<file path="src/design/mss_pkg.sv">
package mss_pkg;

    localparam int STEPS = 16;
    localparam int IDX_W = $clog2(STEPS);
    localparam int CNT_W = $clog2(STEPS + 1);

    localparam logic signed [7:0] BASE_NONE = -8'sd1;
    localparam logic signed [9:0] NOTE_MAX  = 10'sd127;

    typedef enum logic [2:0] {
        KIND_TICK  = 3'd0,
        KIND_NOTE  = 3'd1,
        KIND_SKIP  = 3'd2,
        KIND_CLEAR = 3'd3,
        KIND_BASE  = 3'd4
    } kind_t;

    typedef enum logic [1:0] {
        GATE_OFF  = 2'd0,
        GATE_ON   = 2'd1,
        GATE_RISE = 2'd2,
        GATE_FALL = 2'd3
    } gate_state_t;

endpackage

</file>
<file path="src/design/mss_if.sv">
interface mss_in_if;
    logic       valid;
    logic       ready;
    logic [2:0] kind;
    logic       gate_in;
    logic [6:0] note_in;
    logic [6:0] velocity_in;

    modport source (output valid, kind, gate_in, note_in, velocity_in, input ready);
    modport sink   (input valid, kind, gate_in, note_in, velocity_in, output ready);
endinterface

interface mss_out_if;
    logic       valid;
    logic       ready;
    logic [3:0] step_index;
    logic [4:0] step_count;
    logic       skip_flag;
    logic [6:0] note_out;
    logic [6:0] velocity_out;
    logic       gate_out;
    logic [1:0] gate_state;

    modport source (output valid, step_index, step_count, skip_flag, note_out, velocity_out,
                    gate_out, gate_state, input ready);
    modport sink   (input valid, step_index, step_count, skip_flag, note_out, velocity_out,
                    gate_out, gate_state, output ready);
endinterface

</file>
<file path="src/design/midi_step_sequencer.sv">
// The input register captures each item on its transfer; the item moves into the result
// register once that register is empty or its result is taken, and waits while it stalls.
// Throughput: one item per cycle unless the result stalls; pattern state and the 16-entry step
// store update in the same cycle the item enters the result register; it reads the new state.
// Reset clears the step count, position, both base notes and the gate history; the step store
// itself is not cleared, and entries above the step count are never shown.
module midi_step_sequencer
    import mss_pkg::*;
(
    input  logic       clk,
    input  logic       rst_n,
    mss_in_if.sink     item,
    mss_out_if.source  result
);

    // input register
    logic       s1_valid_reg;
    logic       s1_valid_next;
    logic [2:0] s1_kind_reg;
    logic       s1_gate_reg;
    logic [6:0] s1_note_reg;
    logic [6:0] s1_vel_reg;

    // pattern state
    logic              gate_store_reg [STEPS];
    logic [6:0]        note_store_reg [STEPS];
    logic [6:0]        vel_store_reg  [STEPS];
    logic [6:0]        last_note_reg;
    logic [6:0]        last_vel_reg;
    logic [CNT_W-1:0]  count_reg,       count_next;
    logic [IDX_W-1:0]  position_reg,    position_next;
    logic signed [7:0] record_base_reg, record_base_next;
    logic signed [7:0] play_base_reg,   play_base_next;
    logic              gate_now_reg,    gate_now_next;
    logic              gate_before_reg, gate_before_next;

    // result register
    logic              out_valid_reg, out_valid_next;
    logic [3:0]        step_index_reg;
    logic [4:0]        step_count_reg;
    logic              skip_reg;
    logic [6:0]        note_out_reg;
    logic [6:0]        vel_out_reg;
    logic              gate_out_reg;
    gate_state_t       gate_state_reg;

    logic              adv;
    logic              wr_en;
    logic              wr_gate;
    logic [6:0]        wr_note;
    logic [6:0]        wr_vel;
    logic [IDX_W-1:0]  wr_idx;
    logic [CNT_W-1:0]  pos_inc;
    logic              rd_gate;
    logic [6:0]        rd_note;
    logic [6:0]        rd_vel;
    logic              have;
    logic              gated;
    logic signed [9:0] transposed;
    logic [6:0]        note_clamped;
    logic              skip_next;
    logic [6:0]        note_out_next;
    logic [6:0]        vel_out_next;
    logic              gate_out_next;
    gate_state_t       gate_state_next;

    assign adv           = s1_valid_reg && (!out_valid_reg || result.ready);
    assign item.ready    = !s1_valid_reg || adv;
    assign s1_valid_next = (item.valid && item.ready) || (s1_valid_reg && !adv);
    assign out_valid_next = adv || (out_valid_reg && !result.ready);

    assign wr_idx  = count_reg[IDX_W-1:0];
    assign pos_inc = CNT_W'(position_reg) + CNT_W'(1);

    always_comb
    begin
        count_next       = count_reg;
        position_next    = position_reg;
        record_base_next = record_base_reg;
        play_base_next   = play_base_reg;
        gate_now_next    = gate_now_reg;
        gate_before_next = gate_before_reg;
        wr_en            = 1'b0;
        wr_gate          = 1'b0;
        wr_note          = '0;
        wr_vel           = '0;
        case (kind_t'(s1_kind_reg))
            KIND_TICK:
            begin
                gate_before_next = gate_now_reg;
                gate_now_next    = s1_gate_reg;
                // advance on a rising gate, wrap at the step count
                if (!gate_now_reg && s1_gate_reg)
                begin
                    if (count_reg <= pos_inc)
                        position_next = '0;
                    else
                        position_next = pos_inc[IDX_W-1:0];
                end
            end
            KIND_NOTE:
            begin
                if (count_reg < CNT_W'(STEPS))
                begin
                    wr_en      = 1'b1;
                    wr_gate    = 1'b1;
                    wr_note    = s1_note_reg;
                    wr_vel     = s1_vel_reg;
                    count_next = count_reg + CNT_W'(1);
                    if (record_base_reg == BASE_NONE)
                    begin
                        record_base_next = $signed({1'b0, s1_note_reg});
                        play_base_next   = $signed({1'b0, s1_note_reg});
                    end
                end
            end
            KIND_SKIP:
            begin
                if (count_reg < CNT_W'(STEPS))
                begin
                    wr_en      = 1'b1;
                    wr_gate    = 1'b0;
                    // copy the previous step; the first step gets zeros
                    wr_note    = (count_reg != '0) ? last_note_reg : '0;
                    wr_vel     = (count_reg != '0) ? last_vel_reg  : '0;
                    count_next = count_reg + CNT_W'(1);
                end
            end
            KIND_CLEAR:
            begin
                count_next       = '0;
                position_next    = '0;
                record_base_next = BASE_NONE;
                play_base_next   = BASE_NONE;
            end
            KIND_BASE:
            begin
                play_base_next = $signed({1'b0, s1_note_reg});
            end
            default:
            begin
            end
        endcase
    end

    // read the current step after the update, forwarding a same-cycle write
    always_comb
    begin
        if (wr_en && (wr_idx == position_next))
        begin
            rd_gate = wr_gate;
            rd_note = wr_note;
            rd_vel  = wr_vel;
        end
        else
        begin
            rd_gate = gate_store_reg[position_next];
            rd_note = note_store_reg[position_next];
            rd_vel  = vel_store_reg[position_next];
        end
    end

    assign have  = count_next != '0;
    assign gated = have && rd_gate;

    assign transposed = $signed({3'b000, rd_note})
                      + 10'(play_base_next)
                      - 10'(record_base_next);

    always_comb
    begin
        if (transposed < 10'sd0)
            note_clamped = '0;
        else if (transposed > NOTE_MAX)
            note_clamped = 7'(NOTE_MAX);
        else
            note_clamped = transposed[6:0];
    end

    assign skip_next     = have && !rd_gate;
    assign note_out_next = have ? note_clamped : '0;
    assign vel_out_next  = have ? rd_vel : '0;
    assign gate_out_next = gated && gate_now_next;

    always_comb
    begin
        if (have && !gated)
            gate_state_next = GATE_OFF;
        else if (gate_before_next == gate_now_next)
            gate_state_next = gate_now_next ? GATE_ON : GATE_OFF;
        else
            gate_state_next = gate_now_next ? GATE_RISE : GATE_FALL;
    end

    always_ff @(posedge clk or negedge rst_n)
    begin
        if (!rst_n)
        begin
            s1_valid_reg    <= 1'b0;
            out_valid_reg   <= 1'b0;
            count_reg       <= '0;
            position_reg    <= '0;
            record_base_reg <= BASE_NONE;
            play_base_reg   <= BASE_NONE;
            gate_now_reg    <= 1'b0;
            gate_before_reg <= 1'b0;
        end
        else
        begin
            s1_valid_reg  <= s1_valid_next;
            out_valid_reg <= out_valid_next;
            if (adv)
            begin
                count_reg       <= count_next;
                position_reg    <= position_next;
                record_base_reg <= record_base_next;
                play_base_reg   <= play_base_next;
                gate_now_reg    <= gate_now_next;
                gate_before_reg <= gate_before_next;
            end
        end
    end

    always_ff @(posedge clk)
    begin
        if (item.valid && item.ready)
        begin
            s1_kind_reg <= item.kind;
            s1_gate_reg <= item.gate_in;
            s1_note_reg <= item.note_in;
            s1_vel_reg  <= item.velocity_in;
        end
        if (adv && wr_en)
        begin
            gate_store_reg[wr_idx] <= wr_gate;
            note_store_reg[wr_idx] <= wr_note;
            vel_store_reg[wr_idx]  <= wr_vel;
            last_note_reg          <= wr_note;
            last_vel_reg           <= wr_vel;
        end
        if (adv)
        begin
            step_index_reg <= 4'(position_next);
            step_count_reg <= 5'(count_next);
            skip_reg       <= skip_next;
            note_out_reg   <= note_out_next;
            vel_out_reg    <= vel_out_next;
            gate_out_reg   <= gate_out_next;
            gate_state_reg <= gate_state_next;
        end
    end

    assign result.valid        = out_valid_reg;
    assign result.step_index   = step_index_reg;
    assign result.step_count   = step_count_reg;
    assign result.skip_flag    = skip_reg;
    assign result.note_out     = note_out_reg;
    assign result.velocity_out = vel_out_reg;
    assign result.gate_out     = gate_out_reg;
    assign result.gate_state   = gate_state_reg;

`ifndef NO_ASSERTIONS
    a_count_bound: assert property (@(posedge clk) disable iff (!rst_n)
        count_reg <= CNT_W'(STEPS))
        else $error("step count above pattern length");

    a_position_bound: assert property (@(posedge clk) disable iff (!rst_n)
        (count_reg == '0 && position_reg == '0) || (CNT_W'(position_reg) < count_reg))
        else $error("position outside recorded steps");

    a_gate_out_step: assert property (@(posedge clk) disable iff (!rst_n)
        (out_valid_reg && gate_out_reg) |-> (!skip_reg && step_count_reg != '0))
        else $error("gate out on a skip step or empty pattern");

    a_base_pair: assert property (@(posedge clk) disable iff (!rst_n)
        (adv && kind_t'(s1_kind_reg) == KIND_CLEAR) |=>
            (record_base_reg == BASE_NONE && play_base_reg == BASE_NONE && count_reg == '0))
        else $error("clear did not reset the pattern");
`endif

endmodule
</file>
<file path="src/flat_wrapper.sv">
// flat-port wrapper written by rule: the top's interface ports become plain ports
module midi_step_sequencer_flat import mss_pkg::*;
  (clk, rst_n, item_valid, item_kind, item_gate_in, item_note_in, item_velocity_in, item_ready, result_valid, result_step_index, result_step_count, result_skip_flag, result_note_out, result_velocity_out, result_gate_out, result_gate_state, result_ready);
  mss_in_if item_i ();
  mss_out_if result_i ();
  input  logic clk;
  input  logic rst_n;
  input wire logic [$bits(item_i.valid)-1:0] item_valid;
  input wire logic [$bits(item_i.kind)-1:0] item_kind;
  input wire logic [$bits(item_i.gate_in)-1:0] item_gate_in;
  input wire logic [$bits(item_i.note_in)-1:0] item_note_in;
  input wire logic [$bits(item_i.velocity_in)-1:0] item_velocity_in;
  output wire logic [$bits(item_i.ready)-1:0] item_ready;
  output wire logic [$bits(result_i.valid)-1:0] result_valid;
  output wire logic [$bits(result_i.step_index)-1:0] result_step_index;
  output wire logic [$bits(result_i.step_count)-1:0] result_step_count;
  output wire logic [$bits(result_i.skip_flag)-1:0] result_skip_flag;
  output wire logic [$bits(result_i.note_out)-1:0] result_note_out;
  output wire logic [$bits(result_i.velocity_out)-1:0] result_velocity_out;
  output wire logic [$bits(result_i.gate_out)-1:0] result_gate_out;
  output wire logic [$bits(result_i.gate_state)-1:0] result_gate_state;
  input wire logic [$bits(result_i.ready)-1:0] result_ready;
  assign item_i.valid = item_valid;
  assign item_i.kind = item_kind;
  assign item_i.gate_in = item_gate_in;
  assign item_i.note_in = item_note_in;
  assign item_i.velocity_in = item_velocity_in;
  assign item_ready = item_i.ready;
  assign result_valid = result_i.valid;
  assign result_step_index = result_i.step_index;
  assign result_step_count = result_i.step_count;
  assign result_skip_flag = result_i.skip_flag;
  assign result_note_out = result_i.note_out;
  assign result_velocity_out = result_i.velocity_out;
  assign result_gate_out = result_i.gate_out;
  assign result_gate_state = result_i.gate_state;
  assign result_i.ready = result_ready;
  midi_step_sequencer u_core (.clk(clk), .rst_n(rst_n), .item(item_i), .result(result_i));
endmodule
</file>
<file path="config.mk">
export PLATFORM = sky130hd
export DESIGN_NAME = midi_step_sequencer_flat
export DESIGN_NICKNAME = d
export VERILOG_FILES = /design/src/design/mss_pkg.sv /design/src/design/mss_if.sv /design/src/design/midi_step_sequencer.sv /design/src/flat_wrapper.sv
export SDC_FILE = /design/constraint.sdc
export NUM_CORES = 1
export LEC_CHECK = 0
export ABC_CLOCK_PERIOD_IN_PS = 7090
export BUFFER_PORTS_ARGS = -buffer_cell sky130_fd_sc_hd__buf_2
export CORE_UTILIZATION = 62
export CTS_CLUSTER_DIAMETER = 200
export DETAILED_ROUTE_END_ITERATION = 6
export PLACE_DENSITY = 0.8
export SLEW_MARGIN = 20
export SYNTH_ARGS = -nofsm -noshare
export SYNTH_HDL_FRONTEND = slang
export SYNTH_SLANG_ARGS = --single-unit
</file>
<file path="constraint.sdc">
create_clock -name clk -period 7.09 [get_ports clk]
set_input_delay 1.418 -clock clk [delete_from_list [all_inputs] [get_ports clk]]
set_output_delay 1.418 -clock clk [all_outputs]
set_load 0.05 [all_outputs]
</file>
### Word-level counts from Yosys, hierarchy flattened

Memory sizes are Yosys's and may differ from the RTL's. A register that Yosys moved wholly into a read port is not among the register bits.
Index checks and enable logic that the tools add are counted.

| storage, ports and cells | value |
|---|---|
| output and inout bits | 29 |
| register bits | 81 |
| logic and storage cells | 99 |
| input bits | 22 |
| RAM bits | 240 |
| memories kept | 3 |

Memory list:

| name | words | width | read ports | clocked after memory_dff | write ports | line | text |
|---|---|---|---|---|---|---|---|
| u_core.note_store_reg | 16 | 7 | 1 | 0 | 1 | midi_step_sequencer.sv:26 | `logic [6:0] note_store_reg [STEPS];` |
| u_core.vel_store_reg | 16 | 7 | 1 | 1 | 1 | midi_step_sequencer.sv:27 | `logic [6:0] vel_store_reg [STEPS];` |
| u_core.gate_store_reg | 16 | 1 | 1 | 0 | 1 | midi_step_sequencer.sv:25 | `logic gate_store_reg [STEPS];` |

| cells by class | value |
|---|---|
| $add $sub $neg | 4 |
| multiplexer cells | 32 |
| bitwise operators | 1 |
| reduce and logical (&&, ||, !) cells | 28 |
| eq/ne operators | 7 |
| $lt $le $gt $ge | 4 |

Operator list:

| kind | count |
|---|---|
| 7-bit 2-to-1 mux | 8 |
| 8-bit 2-to-1 mux | 4 |
| 7-bit one-hot mux with 2 select lines | 2 |
| 8-bit one-hot mux with 3 select lines | 1 |
| 8-bit one-hot mux with 2 select lines | 1 |
| 1-bit logical AND | 11 |
| 10-bit by 8-bit greater-than comparator with 1-bit output, second input constant | 1 |
| 10-bit by 1-bit less-than comparator with 1-bit output, second input constant | 1 |
| 1-bit 2-to-1 mux | 10 |
| 5-bit one-hot mux with 2 select lines | 1 |
| 5-bit nonzero test | 2 |
| 9-bit by 8-bit subtractor with 10-bit output | 1 |
| 8-bit by 8-bit adder with 9-bit output | 1 |
| 8-bit by 1-bit equality test with 1-bit output, second input constant | 1 |
| 1-bit zero test | 8 |
| 4-bit 2-to-1 mux | 2 |
| 4-bit one-hot mux with 2 select lines | 1 |
| 3-bit by 2-bit equality test with 1-bit output, second input constant | 2 |
| 4-bit by 1-bit adder with 5-bit output, second input constant | 1 |
| 5-bit by 1-bit adder with 5-bit output, second input constant | 1 |
| 5-bit <= comparator | 1 |
| 5-bit less-than comparator, second input constant | 1 |
| 5-bit 2-to-1 mux | 1 |
| 4-bit equality test | 1 |
| other kinds (8) | 12 |

### Depth between registers and ports, before layout

| depth | value |
|---|---|
| word-level depth | 12 |
| depth in mapped cells | 27 |

### Worst setup path after synthesis

OpenSTA, ideal clock, no wires.

| timing path | value |
|---|---|
| kind | reg2reg |
| start | register u_core.position_reg[0] |
| end | register u_core.note_out_reg[2] (netlist: u_core.result.note_out[2]), data pin |
| cell stages (with the launch flop) | 25 |
| slack | 0.889 ns |
| library setup time | 0.254 ns |
| data arrival time | 5.946 ns |
| data required time | 6.836 ns |
| path through | dfrtp_1 -> clkbuf_1 -> nand3_1 -> xor2_1 -> ha_1 -> and4_1 -> a211o_1 -> a211o_1 -> and2_1 -> buf_6 -> xnor2_2 -> nor4_2 -> buf_2 -> nand2_1 -> a22oi_1 -> fa_1 -> ha_1 -> a21o_1 -> a21oi_1 -> nand2b_1 -> a21boi_0 -> o41a_1 -> a311oi_1 -> o21ai_0 -> o21a_1 |

| between the ends | value |
|---|---|
| word-level cells in the longest chain between the ends | 12 |
| elaborated cells between the ends (all ways) | 15 |
| those cells by class | add/sub (3); order compare (3); eq/ne (1); mux (5); reduce/logical (2); memory (1) |

RTL lines:

| what | line | text |
|---|---|---|
| start, declared | midi_step_sequencer.sv:31 | `logic [IDX_W-1:0] position_reg, position_next;` |
| start signal, assigned | midi_step_sequencer.sv:215 | `position_reg <= position_next;` |
| 4-bit by 1-bit adder with 5-bit output | midi_step_sequencer.sv:73 | `assign pos_inc = CNT_W'(position_reg) + CNT_W'(1);` |
| 5-bit <= comparator | midi_step_sequencer.sv:95 | `if (count_reg <= pos_inc)` |
| 4-bit 2-to-1 mux | midi_step_sequencer.sv:95 |  |
| 4-bit 2-to-1 mux | midi_step_sequencer.sv:93 | `if (!gate_now_reg && s1_gate_reg)` |
| 4-bit one-hot mux with 2 select lines * | midi_step_sequencer.sv:87 | `case (kind_t'(s1_kind_reg))` |
| branches (longest 2 deep; another with memory read 16 x 7 bit) | n/a |  |
| 7-bit 2-to-1 mux * | midi_step_sequencer.sv:149 | `if (wr_en && (wr_idx == position_next))` |
| 8-bit by 8-bit adder with 9-bit output * | midi_step_sequencer.sv:167 | `+ 10'(play_base_next)` |
| 9-bit by 8-bit subtractor with 10-bit output * | midi_step_sequencer.sv:168 | `- 10'(record_base_next);` |
| 10-bit by 8-bit greater-than comparator with 1-bit output / 10-bit by 1-bit less-than comparator with 1-bit output (equally long branches) | midi_step_sequencer.sv:174, midi_step_sequencer.sv:172 |  |
| 7-bit 2-to-1 mux / 2-bit OR reduction (equally long branches) | n/a |  |
| end signal, assigned | midi_step_sequencer.sv:246 | `note_out_reg <= note_out_next;` |
| end, declared | midi_step_sequencer.sv:42 | `logic [6:0] note_out_reg;` |

Mark *: on every way between the ends.
A chain may end at the register's enable or synchronous reset.

### Worst setup path in the final report

| timing path | value |
|---|---|
| start | register u_core.position_reg[0] |
| end | register u_core.note_out_reg[4] (netlist: u_core.result.note_out[4]), data pin |

The elaborated chain is that of the path after synthesis.

==> out/results.ini <==
[setup_path]
worst-setup-path-type = reg -> reg
critPathRequiredTime_ns = 7.41
crit_chain = nand3_1, xor2_1, ha_1, and4_1, a211o_1, a211oi_4, nor2_8, inv_4, a211oi_1, a311oi_1, a21oi_1, a22oi_1, fa_1, ha_1, a21o_1, a21oi_1, nand2b_1, a21boi_0, o41a_1, a311oi_1, o21ai_1, o21a_1
cp_top_family = compound AO/OA/AOI/OAI gates
regToRegSetupSlack_ns = 0.54
critPathMaxFanout = 36
critPathBufInv = 1
worstPathArrival_ns = 6.87
start_kind = flop
slowest_delay_ns = 0.61
cpMaxStageDelayCell = a211oi_4
worstSetupEndpointType = flop

[timing]
slew_viol_final = 0
tightest_slew_ns = 1.06
setup_tns_ns = 0
period_minus_slack_ns = 6.55
max_freq_mhz = 153
setup_viol = 0
fin_skew_ns = 0.0131
timing.final.ws_setup_ns = 0.545
hold_viol_final = 0
max_slew_margin = 0.289
hold_slack_ns = 0.490
min_period_over_period = 0.923
rsz0062_at_grt = false

[floorplan]
core_area_um2 = 22800
initial_core_util = 0.640
die_h_um = 156
rows = 55
die_w_um = 156
die_area_um2 = 24200
io_pins = 51

[cells_and_area]
finalNetCount = 1197
num_antenna_cells = 0
layout_commonest_cell = edfxtp_1
n_fill_cell = 1474
syn_to_final_growth_pct = 11.9
drive_gt1_frac = 0.166
mostFrequentLayoutCells = edfxtp_1 (299), nand2_1 (113), nor2_1 (52)

[synth]
synth_top_cell_by_area = edfxtp_1
ys.flop_type = edfxtp_1
yosysSeqAreaShare = 0.666
synth_cell_type_count = 79
syn_nets = 1134
syn_inst = 1084
syn-mean-instance-area_um2 = 13.5
synth_edf_count = 299
yosys.area.top_type_share = 0.614
synthArstFlopShare = 0.0884
yosysWarnings = 0
ys_top_cells_by_area = edfxtp_1 (61%), mux2i_1 (3.1%), nand2_1 (2.9%)
syn-cell-area_um2 = 14600
yosys_register_bits = 328

[power_and_ir_drop]
ir_worst_vdd_mv = 0.249
static-leakage-power_uw = 0.00602
p_per_area_nw_per_um2 = 359
totalPowerFinal_uw = 5870

[detailed_routing]
wirelength_um = 35800
drt-initial-drc-count = 1140
wl_per_cell_um = 24.1
drc = 0
ant_nets = 0
vias = 9849
first_pass_iters = 5
viasPerCell = 6.63

[placed_design]
hpwl_um = 21500
numPortBuffers = 50
place_ws_ns = 0.463
place_congestion = 0.893

[global_routing]
grt_first_pass_wirelength_um = 54800
groute.usage.overall = 0.304
grt_max_degree = 46
grt_busiest_layer = met2
antenna_found_initial = 0
grt_pass1_vias = 9525
grtUsageMet3 = 0.0535
grt_util_met1 = 0.434
overflow = 0
grt_use_met2 = 0.469

[cts]
cts_max_level = 1
clock_path_buffers = 3
cts.hold.buffers_added = 0
cts_root_buf = clkbuf_16
numCtsBuffers = 31
tritoncts = yes
cts_num_sinks = 328
clk_latency_ns = 0.57
clkSlewWorstSetupHoldPaths_ns = 0.06

[run_status]
status = complete, no violations

[flow_run]
cap_violations = 0

[min_path]
min_path_type = reg -> reg

## power breakdown
part | switching (uW) | internal, uW
combinational | 1170 | 645
sequential | 79.1 | 2310
clock | 698 | 979
total | 1940 | 3930
## per-stage QoR
step | instances | cell area (um^2) | util
floorplan | 1084 | 14600 | -
global placement | 1427 | 15300 | 0.669
detailed placement | 1427 | 15300 | 0.670
CTS | 1485 | 16300 | 0.715
global route | 1485 | 16400 | 0.716
finish | 1485 | 16400 | 0.716
## cells in the mapped netlist, types with 5 or more instances
cell type	count
edfxtp_1	299
nand2_1	113
nor2_1	52
o21ai_0	49
mux2i_1	45
a211oi_1	44
a21oi_1	40
and3_1	37
clkbuf_1	37
inv_1	33
ha_1	21
nor3_1	17
a31oi_1	16
dfstp_2	16
nand3_1	14
o22ai_1	14
a22oi_1	13
dfrtp_1	13
a21o_1	12
o21a_1	12
buf_2	10
a32oi_1	9
and2_1	9
o221ai_1	9
nand2b_1	8
nor4_1	8
a311oi_1	7
buf_4	7
fa_1	7
xnor2_1	7
a31o_2	6
mux2_2	6
o32ai_1	6
a221o_1	5
a221oi_1	5
a22o_1	5
buf_6	5
## worst reg2reg max path, cell delays in order (launching register included)
cell	delay [ns]
dfrtp_1	0.51
nand3_1	0.16
xor2_1	0.34
ha_1	0.33
and4_1	0.23
a211o_1	0.42
a211oi_4	0.61
nor2_8	0.09
inv_4	0.32
a211oi_1	0.17
a311oi_1	0.26
a21oi_1	0.07
a22oi_1	0.31
fa_1	0.47
ha_1	0.31
a21o_1	0.16
a21oi_1	0.20
nand2b_1	0.13
a21boi_0	0.10
o41a_1	0.41
a311oi_1	0.29
o21ai_1	0.19
o21a_1	0.22
## layout make-up
| cell class | instances | area, um^2 | share of cell area |
|---|---|---|---|
| clock buffer | 43 | 881 | 0.0539 |
| clock inverter | 15 | 168 | 0.0103 |
| inverter | 38 | 146 | 0.00895 |
| multi-input combinational | 658 | 4490 | 0.275 |
| sequential | 328 | 9720 | 0.595 |
| tap | 313 | 392 | 0.0239 |
| timing repair buffer | 90 | 551 | 0.0337 |
## path summary, 6_finish.rpt
kind | startpoint | end | depth (start not counted)
worst max-delay path | u_core.position_reg[0]$_DFFE_PN0P_ | u_core.result.note_out[4]$_SDFFCE_PP0P_ | 22
worst min-delay path | u_core.record_base_reg[7]$_DFFE_PN1P_ | u_core.record_base_reg[7]$_DFFE_PN1P_ | 2
worst max register to register | u_core.position_reg[0]$_DFFE_PN0P_ | u_core.result.note_out[4]$_SDFFCE_PP0P_ | 22
worst min register to register | u_core.record_base_reg[7]$_DFFE_PN1P_ | u_core.record_base_reg[7]$_DFFE_PN1P_ | 2
max in group asynchronous | rst_n | u_core.position_reg[0]$_DFFE_PN0P_ | 1
min in group asynchronous | rst_n | u_core.s1_valid_reg$_DFF_PN0_ | 1
## cells by family (layout without fill, tap and decap cells)
family,Yosys count,after routing,synth area share
flops,328,328,0.666
simple gates,284,284,0.0957
compound gates,281,281,0.136
buf+inv,98,186,0.0307
mux,51,51,0.0355
fa+ha+maj,32,32,0.0303
xor+xnor,10,10,0.00651
## routing by layer
layer	vias to the layer above	part of all wire	routed length (um)
li1	4317	-	-
met1	4819	0.39	14100
met2	623	0.46	16600
met3	90	0.11	3910
met4	0	0.033	1190
met5	-	0	0
## timing repair
item / 4_1_cts / 5_1_grt
resized for setup: 0 / 3
setup endpoints to repair: 0 / 7
buffers inserted: 0 / 0
Power figures use the tool's default switching activity.
